File: src/rtl/core/lrukv_pkg.sv
// shared constants, command codes and the update plan type for the lru key/value cache
package lrukv_pkg;

    localparam int ENTRIES_DEFAULT    = 16;
    localparam int KEY_BITS_DEFAULT   = 32;
    localparam int VALUE_BITS_DEFAULT = 32;

    // capacity register
    localparam int                CFG_W          = 5;
    localparam logic [CFG_W-1:0]  ACTIVE_RESET   = 5'd16;

    // command codes
    localparam logic CMD_GET = 1'b0;
    localparam logic CMD_PUT = 1'b1;

    // what the store does with the current transaction
    typedef struct packed {
        logic update;       // some entry is selected and made most recent
        logic hit;          // key already present
        logic insert;       // fill a free slot, everyone else ages
        logic write_key;    // selected slot takes the new key
        logic write_value;  // selected slot takes the new value
        logic read_hit;     // get that hit, value goes out
    } t_plan;

endpackage

File: src/rtl/core/lru_key_value_cache.sv
// top level of the fully associative lru key/value cache
// A get or put transaction is taken at every clock edge where start is high; busy never rises,
// so one transaction per cycle is sustained indefinitely. The request is registered, then in
// the following cycle all entries compare their key in parallel, the recency ranks update and
// the result is registered: o_done rises with the result register and stays high for a single
// cycle per transaction, and the result, o_hit and o_read_value, is taken while o_done is high.
// That parallel compare and rank update over every entry is what sets the rate. The receiver
// cannot stall, so results must be taken as they appear. Reset clears all valid bits at once;
// there is no clearing pass. The user must write the capacity register through the cfg channel
// (always ready) only while no transaction is in flight; the block itself does not enforce it.
module lru_key_value_cache #(
    parameter int ENTRIES    = lrukv_pkg::ENTRIES_DEFAULT,
    parameter int KEY_BITS   = lrukv_pkg::KEY_BITS_DEFAULT,
    parameter int VALUE_BITS = lrukv_pkg::VALUE_BITS_DEFAULT
) (
    input  logic                        i_clk,
    input  logic                        i_rst_n,
    // request side
    input  logic                        start,
    output logic                        busy,
    input  logic                        i_command,
    input  logic [KEY_BITS-1:0]         i_key,
    input  logic [VALUE_BITS-1:0]       i_value,
    // result side
    output logic                        o_done,
    output logic                        o_hit,
    output logic [VALUE_BITS-1:0]       o_read_value,
    // capacity register
    input  logic                        i_cfg_valid,
    output logic                        o_cfg_ready,
    input  logic [lrukv_pkg::CFG_W-1:0] i_cfg_data
);

    localparam int RANK_W = $clog2(ENTRIES);
    localparam int CNT_W  = $clog2(ENTRIES + 1);

    // request register
    logic                   r_req_valid;
    logic                   r_req_command;
    logic [KEY_BITS-1:0]    r_req_key;
    logic [VALUE_BITS-1:0]  r_req_value;

    // capacity register
    logic [lrukv_pkg::CFG_W-1:0] r_active_entries;

    // result register
    logic                   r_done;
    logic                   r_hit;
    logic [VALUE_BITS-1:0]  r_read_value;

    // between lookup and store
    lrukv_pkg::t_plan       w_plan;
    logic [ENTRIES-1:0]     w_sel_oh;
    logic [RANK_W-1:0]      w_limit;
    logic [VALUE_BITS-1:0]  w_hit_value;
    logic [ENTRIES-1:0]     w_entry_valid;
    logic [KEY_BITS-1:0]    w_entry_key   [ENTRIES];
    logic [VALUE_BITS-1:0]  w_entry_value [ENTRIES];
    logic [RANK_W-1:0]      w_entry_rank  [ENTRIES];
    logic [CNT_W-1:0]       w_filled;

    // every cycle is a valid slot for a new transaction
    assign busy        = 1'b0;
    assign o_cfg_ready = 1'b1;

    always_ff @(posedge i_clk) begin
        if (!i_rst_n) begin
            r_req_valid      <= 1'b0;
            r_active_entries <= lrukv_pkg::ACTIVE_RESET;
            r_done           <= 1'b0;
        end else begin
            r_req_valid <= start && !busy;
            r_done      <= r_req_valid;
            if (i_cfg_valid && o_cfg_ready) begin
                r_active_entries <= i_cfg_data;
            end
        end
    end

    // payload registers, no reset needed
    always_ff @(posedge i_clk) begin
        if (start && !busy) begin
            r_req_command <= i_command;
            r_req_key     <= i_key;
            r_req_value   <= i_value;
        end
        r_hit        <= w_plan.hit;
        r_read_value <= w_plan.read_hit ? w_hit_value : '0;
    end

    lrukv_lookup #(
        .ENTRIES    (ENTRIES),
        .KEY_BITS   (KEY_BITS),
        .VALUE_BITS (VALUE_BITS)
    ) u_lookup (
        .i_req_valid      (r_req_valid),
        .i_req_command    (r_req_command),
        .i_req_key        (r_req_key),
        .i_entry_valid    (w_entry_valid),
        .i_entry_key      (w_entry_key),
        .i_entry_value    (w_entry_value),
        .i_entry_rank     (w_entry_rank),
        .i_filled         (w_filled),
        .i_active_entries (r_active_entries),
        .o_plan           (w_plan),
        .o_sel_oh         (w_sel_oh),
        .o_limit          (w_limit),
        .o_hit_value      (w_hit_value)
    );

    lrukv_store #(
        .ENTRIES    (ENTRIES),
        .KEY_BITS   (KEY_BITS),
        .VALUE_BITS (VALUE_BITS)
    ) u_store (
        .i_clk         (i_clk),
        .i_rst_n       (i_rst_n),
        .i_plan        (w_plan),
        .i_sel_oh      (w_sel_oh),
        .i_limit       (w_limit),
        .i_key         (r_req_key),
        .i_value       (r_req_value),
        .o_entry_valid (w_entry_valid),
        .o_entry_key   (w_entry_key),
        .o_entry_value (w_entry_value),
        .o_entry_rank  (w_entry_rank),
        .o_filled      (w_filled)
    );

    assign o_done       = r_done;
    assign o_hit        = r_hit;
    assign o_read_value = r_read_value;

    // every registered request produces exactly one result in the following cycle
    a_done_follows_request: assert property (@(posedge i_clk) disable iff (!i_rst_n)
        r_req_valid |=> o_done)
        else $error("request did not produce a result");

    // fill count tracks the number of valid slots
    a_fill_matches_valid: assert property (@(posedge i_clk) disable iff (!i_rst_n)
        $countones(w_entry_valid) == int'(w_filled))
        else $error("fill count out of step with valid bits");

    // an updating transaction always picks exactly one slot
    a_single_slot: assert property (@(posedge i_clk) disable iff (!i_rst_n)
        w_plan.update |-> $onehot(w_sel_oh))
        else $error("update selected no slot or several slots");

    // a miss never returns data
    a_miss_zero: assert property (@(posedge i_clk) disable iff (!i_rst_n)
        (o_done && !o_hit) |-> (o_read_value == '0))
        else $error("miss returned a non-zero value");

endmodule

File: src/rtl/core/lrukv_lookup.sv
// parallel key match, slot selection and capacity check for one transaction
module lrukv_lookup #(
    parameter int ENTRIES    = lrukv_pkg::ENTRIES_DEFAULT,
    parameter int KEY_BITS   = lrukv_pkg::KEY_BITS_DEFAULT,
    parameter int VALUE_BITS = lrukv_pkg::VALUE_BITS_DEFAULT
) (
    input  logic                            i_req_valid,
    input  logic                            i_req_command,
    input  logic [KEY_BITS-1:0]             i_req_key,
    input  logic [ENTRIES-1:0]              i_entry_valid,
    input  logic [KEY_BITS-1:0]             i_entry_key   [ENTRIES],
    input  logic [VALUE_BITS-1:0]           i_entry_value [ENTRIES],
    input  logic [$clog2(ENTRIES)-1:0]      i_entry_rank  [ENTRIES],
    input  logic [$clog2(ENTRIES+1)-1:0]    i_filled,
    input  logic [lrukv_pkg::CFG_W-1:0]     i_active_entries,
    output lrukv_pkg::t_plan                o_plan,
    output logic [ENTRIES-1:0]              o_sel_oh,
    output logic [$clog2(ENTRIES)-1:0]      o_limit,
    output logic [VALUE_BITS-1:0]           o_hit_value
);

    localparam int RANK_W = $clog2(ENTRIES);
    localparam int CNT_W  = $clog2(ENTRIES + 1);
    localparam int CMP_W  = (CNT_W > lrukv_pkg::CFG_W) ? CNT_W : lrukv_pkg::CFG_W;

    logic [ENTRIES-1:0] match;
    logic [ENTRIES-1:0] hit_oh;
    logic [ENTRIES-1:0] free_oh;
    logic [ENTRIES-1:0] victim_oh;
    logic [RANK_W-1:0]  hit_rank;
    logic [RANK_W-1:0]  oldest_rank;
    logic [CNT_W-1:0]   filled_m1;
    logic [CMP_W-1:0]   cap_raw;
    logic [CMP_W-1:0]   cap;
    logic [CMP_W-1:0]   fill_ext;
    logic               is_put;
    logic               any_hit;
    logic               full;

    always_comb begin
        for (int i = 0; i < ENTRIES; i++) begin
            match[i] = i_entry_valid[i] && (i_entry_key[i] == i_req_key);
        end
    end

    // lowest matching slot, lowest free slot
    assign hit_oh  = match & (~match + ENTRIES'(1));
    assign free_oh = ~i_entry_valid & (i_entry_valid + ENTRIES'(1));
    assign any_hit = |match;

    // ranks of valid slots form 0..filled-1, so the oldest is unique
    assign filled_m1   = i_filled - CNT_W'(1);
    assign oldest_rank = filled_m1[RANK_W-1:0];

    always_comb begin
        for (int i = 0; i < ENTRIES; i++) begin
            victim_oh[i] = i_entry_valid[i] && (i_entry_rank[i] == oldest_rank);
        end
    end

    always_comb begin
        hit_rank    = '0;
        o_hit_value = '0;
        for (int i = 0; i < ENTRIES; i++) begin
            hit_rank    = hit_rank    | ({RANK_W{hit_oh[i]}} & i_entry_rank[i]);
            o_hit_value = o_hit_value | ({VALUE_BITS{hit_oh[i]}} & i_entry_value[i]);
        end
    end

    // capacity clamped to 1..ENTRIES
    assign cap_raw  = CMP_W'(i_active_entries);
    assign fill_ext = CMP_W'(i_filled);

    always_comb begin
        if (cap_raw == '0) begin
            cap = CMP_W'(1);
        end else if (cap_raw > CMP_W'(ENTRIES)) begin
            cap = CMP_W'(ENTRIES);
        end else begin
            cap = cap_raw;
        end
    end

    assign full   = fill_ext >= cap;
    assign is_put = (i_req_command == lrukv_pkg::CMD_PUT);

    always_comb begin
        o_plan.hit         = any_hit;
        o_plan.update      = i_req_valid && (any_hit || is_put);
        o_plan.insert      = i_req_valid && !any_hit && is_put && !full;
        o_plan.write_key   = i_req_valid && !any_hit && is_put;
        o_plan.write_value = i_req_valid && is_put;
        o_plan.read_hit    = any_hit && !is_put;
    end

    assign o_sel_oh = any_hit ? hit_oh : (full ? victim_oh : free_oh);
    assign o_limit  = any_hit ? hit_rank : oldest_rank;

endmodule

File: src/rtl/core/lrukv_store.sv
// entry registers: valid bits, keys, values, recency ranks and fill count
module lrukv_store #(
    parameter int ENTRIES    = lrukv_pkg::ENTRIES_DEFAULT,
    parameter int KEY_BITS   = lrukv_pkg::KEY_BITS_DEFAULT,
    parameter int VALUE_BITS = lrukv_pkg::VALUE_BITS_DEFAULT
) (
    input  logic                            i_clk,
    input  logic                            i_rst_n,
    input  lrukv_pkg::t_plan                i_plan,
    input  logic [ENTRIES-1:0]              i_sel_oh,
    input  logic [$clog2(ENTRIES)-1:0]      i_limit,
    input  logic [KEY_BITS-1:0]             i_key,
    input  logic [VALUE_BITS-1:0]           i_value,
    output logic [ENTRIES-1:0]              o_entry_valid,
    output logic [KEY_BITS-1:0]             o_entry_key   [ENTRIES],
    output logic [VALUE_BITS-1:0]           o_entry_value [ENTRIES],
    output logic [$clog2(ENTRIES)-1:0]      o_entry_rank  [ENTRIES],
    output logic [$clog2(ENTRIES+1)-1:0]    o_filled
);

    localparam int RANK_W = $clog2(ENTRIES);
    localparam int CNT_W  = $clog2(ENTRIES + 1);

    logic [ENTRIES-1:0]     r_valid;
    logic [ENTRIES-1:0]     n_valid;
    logic [RANK_W-1:0]      r_rank [ENTRIES];
    logic [RANK_W-1:0]      n_rank [ENTRIES];
    logic [KEY_BITS-1:0]    r_key  [ENTRIES];
    logic [VALUE_BITS-1:0]  r_value[ENTRIES];
    logic [CNT_W-1:0]       r_filled;
    logic [CNT_W-1:0]       n_filled;

    always_comb begin
        n_valid  = r_valid;
        n_rank   = r_rank;
        n_filled = r_filled;
        if (i_plan.update) begin
            for (int i = 0; i < ENTRIES; i++) begin
                if (i_sel_oh[i]) begin
                    n_rank[i]  = '0;
                    n_valid[i] = 1'b1;
                end else if (r_valid[i] && (i_plan.insert || (r_rank[i] < i_limit))) begin
                    n_rank[i] = r_rank[i] + RANK_W'(1);
                end
            end
            if (i_plan.insert) begin
                n_filled = r_filled + CNT_W'(1);
            end
        end
    end

    always_ff @(posedge i_clk) begin
        if (!i_rst_n) begin
            r_valid  <= '0;
            r_filled <= '0;
            for (int i = 0; i < ENTRIES; i++) begin
                r_rank[i] <= '0;
            end
        end else begin
            r_valid  <= n_valid;
            r_filled <= n_filled;
            r_rank   <= n_rank;
        end
    end

    always_ff @(posedge i_clk) begin
        for (int i = 0; i < ENTRIES; i++) begin
            if (i_sel_oh[i] && i_plan.write_key) begin
                r_key[i] <= i_key;
            end
            if (i_sel_oh[i] && i_plan.write_value) begin
                r_value[i] <= i_value;
            end
        end
    end

    assign o_entry_valid = r_valid;
    assign o_entry_key   = r_key;
    assign o_entry_value = r_value;
    assign o_entry_rank  = r_rank;
    assign o_filled      = r_filled;

endmodule
File: config.mk
export PLATFORM = sky130hd
export DESIGN_NAME = lru_key_value_cache
export DESIGN_NICKNAME = d
export VERILOG_FILES = /design/src/rtl/core/lrukv_pkg.sv /design/src/rtl/core/lru_key_value_cache.sv /design/src/rtl/core/lrukv_lookup.sv /design/src/rtl/core/lrukv_store.sv
export SDC_FILE = /design/constraint.sdc
export NUM_CORES = 2
export LEC_CHECK = 0
export ABC_AREA = 1
export BUFFER_PORTS_ARGS = -buffer_cell sky130_fd_sc_hd__buf_2
export CAP_MARGIN = 25
export CORE_UTILIZATION = 60
export DETAILED_ROUTE_END_ITERATION = 6
export MAX_ROUTING_LAYER = met4
export PLACE_DENSITY = 0.81
export SYNTH_ARGS = -nofsm -noshare
export SYNTH_HDL_FRONTEND = slang
export SYNTH_SLANG_ARGS = --single-unit
File: constraint.sdc
create_clock -name i_clk -period 8 [get_ports i_clk]
set_input_delay 0.8 -clock i_clk [delete_from_list [all_inputs] [get_ports i_clk]]
set_output_delay 0.8 -clock i_clk [all_outputs]
set_load 0.1 [all_outputs]
==> flow_summary.ini <==
[run_status]
outcome = finished with violations
violations = DRC

[synthesis]
synthArstFlopShare = 0
synth_warnings = 0
syn_nets = 4967
ys_seq_elements = 1214
synth_seq_area_share = 0.6597
synth.avg_cell_area_um2 = 10.99
synthCells = 4854
syn_area_um2 = 53360
synth_edf_count = 1089
dominantRegCellSynth = edfxtp_1
synth.distinct_cells = 56

[placement]
dp.cells = 6013
place.port_buffers = 107
place_hpwl_um = 94480
gp_congestion = 1.015

[power_and_ir_drop]
clkPwrFrac = 0.417
intPower_mw = 10.39
power_density_nw_per_um2 = 227.0
switching_share = 0.2271
switchingPower_mw = 3.051
p_seq_frac = 0.528
ir_drop_mv = 0.2559
power_leakage_nw = 21.58
combinationalPowerShare = 0.055

[final_layout]
layout_common_cells = 1089 x edfxtp_1, 1087 x nand2_1, 457 x inv_1
syn_to_final_growth_pct = 10.95
stdcell_count = 6228
fin_util = 0.6710
n_fill_cell = 5971
drive_gt1_frac = 0.1032
fin_nets = 5077
final_common_cell = edfxtp_1

[sta]
grt_setup_unrepaired = no
min_period_ps = 6260
hold_viol_final = 0
hold_slack_ps = 253.3
tightestPinTransition_ps = 1139
setup_viol = 0
finalSetupTns_ps = 0
min_period_over_period = 0.7825
slew_headroom = 0.2404
clock.fmax_ghz = 0.1597
slew_viol_final = 0
finClkSkew_ps = 31.52

[detailed_routing]
routed_wl_um = 159700
num_vias = 39768
drc = 9
dr.first_iter.drc_count = 6774
firstDrtPassIters = 7
wl_per_cell_um = 25.65
routed_via_density = 6.385
antenna_left = 0

[critical_path]
end_kind = flip-flop
crit_path_start_kind = flip-flop
path_class = reg -> reg
crit_fanout = 45
worstPathArrival_ps = 6610
crit_required_ps = 8350

[grt]
grt_pass1_vias = 37890
grt.overflow.total = 0
grt_first_pass_wirelength_um = 233700
track_usage = 0.3617
grt_antenna_before_repair = 7
grt_max_degree = 47

[floorplan]
die_area_um2 = 90130
rows = 109
die_h_um = 300.2
die_w_um = 300.2
core-area_um2 = 88240
io_pins = 110
initial_core_util = 0.6047

[hold_path]
min_path_type = in -> reg

[clocking]
clk_latency_ps = 720
cts_hold_buffers = 0
cts_buffer_depth = 3
clkTransAtPathRegs_ps = 70
ctsResizeCount = 0
postCtsSetupBuffers = 0
cts_inserted_buffers = 113
cts_num_sinks = 1214
htreeDepth = 3
cts-root-buf = clkbuf_16
cts_tree = yes

[flow_run]
cap_violations = 0
## synth_stat cells (all sizes together) (26+ instances only)
cell | instances | area share
clkbuf | 100 | 0.0070
xnor2 | 151 | 0.025
a21oi | 121 | 0.011
or2 | 29 | 0.0034
a211oi | 32 | 0.0045
nand3 | 351 | 0.034
o21ai | 225 | 0.021
nor2 | 429 | 0.032
edfxtp | 1089 | 0.61
dfxtp | 125 | 0.047
nand4 | 125 | 0.015
buf | 103 | 0.014
a221oi | 65 | 0.011
xor2 | 61 | 0.010
nand2 | 1122 | 0.081
a41oi | 32 | 0.0053
ha | 39 | 0.0091
o22ai | 34 | 0.0040
inv | 490 | 0.035
a32o | 26 | 0.0049
## worst max-delay path, cell delays in order, from the launching register on
cell      delay [ps]
edfxtp_1        1100
buf_4            380
nand2_1           70
nand2_1           70
nor2_1            50
nand2_1          110
nor2_1            70
nand3_1          200
nor2_2           110
nor2_2           230
nand2_8          110
nor2_8           710
nand3_4          250
inv_1            650
o21ai_0          210
nand2_1          130
inv_1            130
nor2_4            90
buf_4            520
nand2_1          110
inv_1            130
buf_4            400
## stage by stage
step	power, mW	cell area (um2)	worst slack, ps
2_1_floorplan	7.620	53360	2798
3_3_place_gp	7.906	55160	2061
3_5_place_dp	7.931	55330	1989
4_1_cts	13.40	59180	1950
5_1_grt	13.70	59210	1567
6_report	13.44	59210	1740
## worst paths after layout
| kind | start | endpoint | slack [ps] | depth (start not counted) |
|---|---|---|---|---|
| worst max-delay path | r_req_key[14] | u_store.o_entry_key[96] | 1740 | 21 |
| worst min-delay path | i_value[6] | r_req_value[6] | 250 | 1 |
| worst max register to register | r_req_key[14] | u_store.o_entry_key[96] | 1740 | 21 |
| worst min register to register | u_store.o_filled[4] | u_store.o_filled[4] | 460 | 1 |
## sequential cells by signal, summed over array words and instances, names as in the netlist
name and count:
r_active_entries 5, o_hit 1, u_store.o_entry_key 512, o_done 1, u_store.o_entry_value 512, u_store.o_entry_valid 16
r_req_command 1, r_req_valid 1, o_read_value 32, u_store.o_entry_rank 64, u_store.o_filled 5, r_req_key 32
r_req_value 32
## area by class of cell
class	instances	area, um2	share of cell area
Antenna cell	4	10.01	0.0001691
Clock buffer	145	3030	0.05118
Clock inverter	65	812.0	0.01372
Inverter	493	1853	0.03130
Multi-Input combinational cell	2944	15470	0.2612
Sequential cell	1214	35200	0.5946
Tap cell	1165	1458	0.02462
Timing Repair Buffer	198	1371	0.02316
## per-layer routing
metal,track usage,share of wire
met3,0.08751,0.15
met1,0.4762,0.35
met2,0.5237,0.44
met4,0.1867,0.058
met5,-,0
## power groups by stage
stage,logic [mW],registers (mW),clock network [mW]
detailed placement,0.699,7.23,0
finish,0.735,7.10,5.60
CTS,0.705,7.10,5.60
global placement,0.680,7.23,0
global route,0.769,7.10,5.83
floorplan,0.404,7.22,0
## kinds of logic after synthesis
logic type	Yosys count	synth area share
compound gates	597	0.07138
xor+xnor	212	0.03480
fa+ha+maj	39	0.009145
buf+inv	696	0.05536
flops	1214	0.6597
other cells	2	0.0001407
simple gates	2094	0.1695
(Power assumes the default switching activity.)
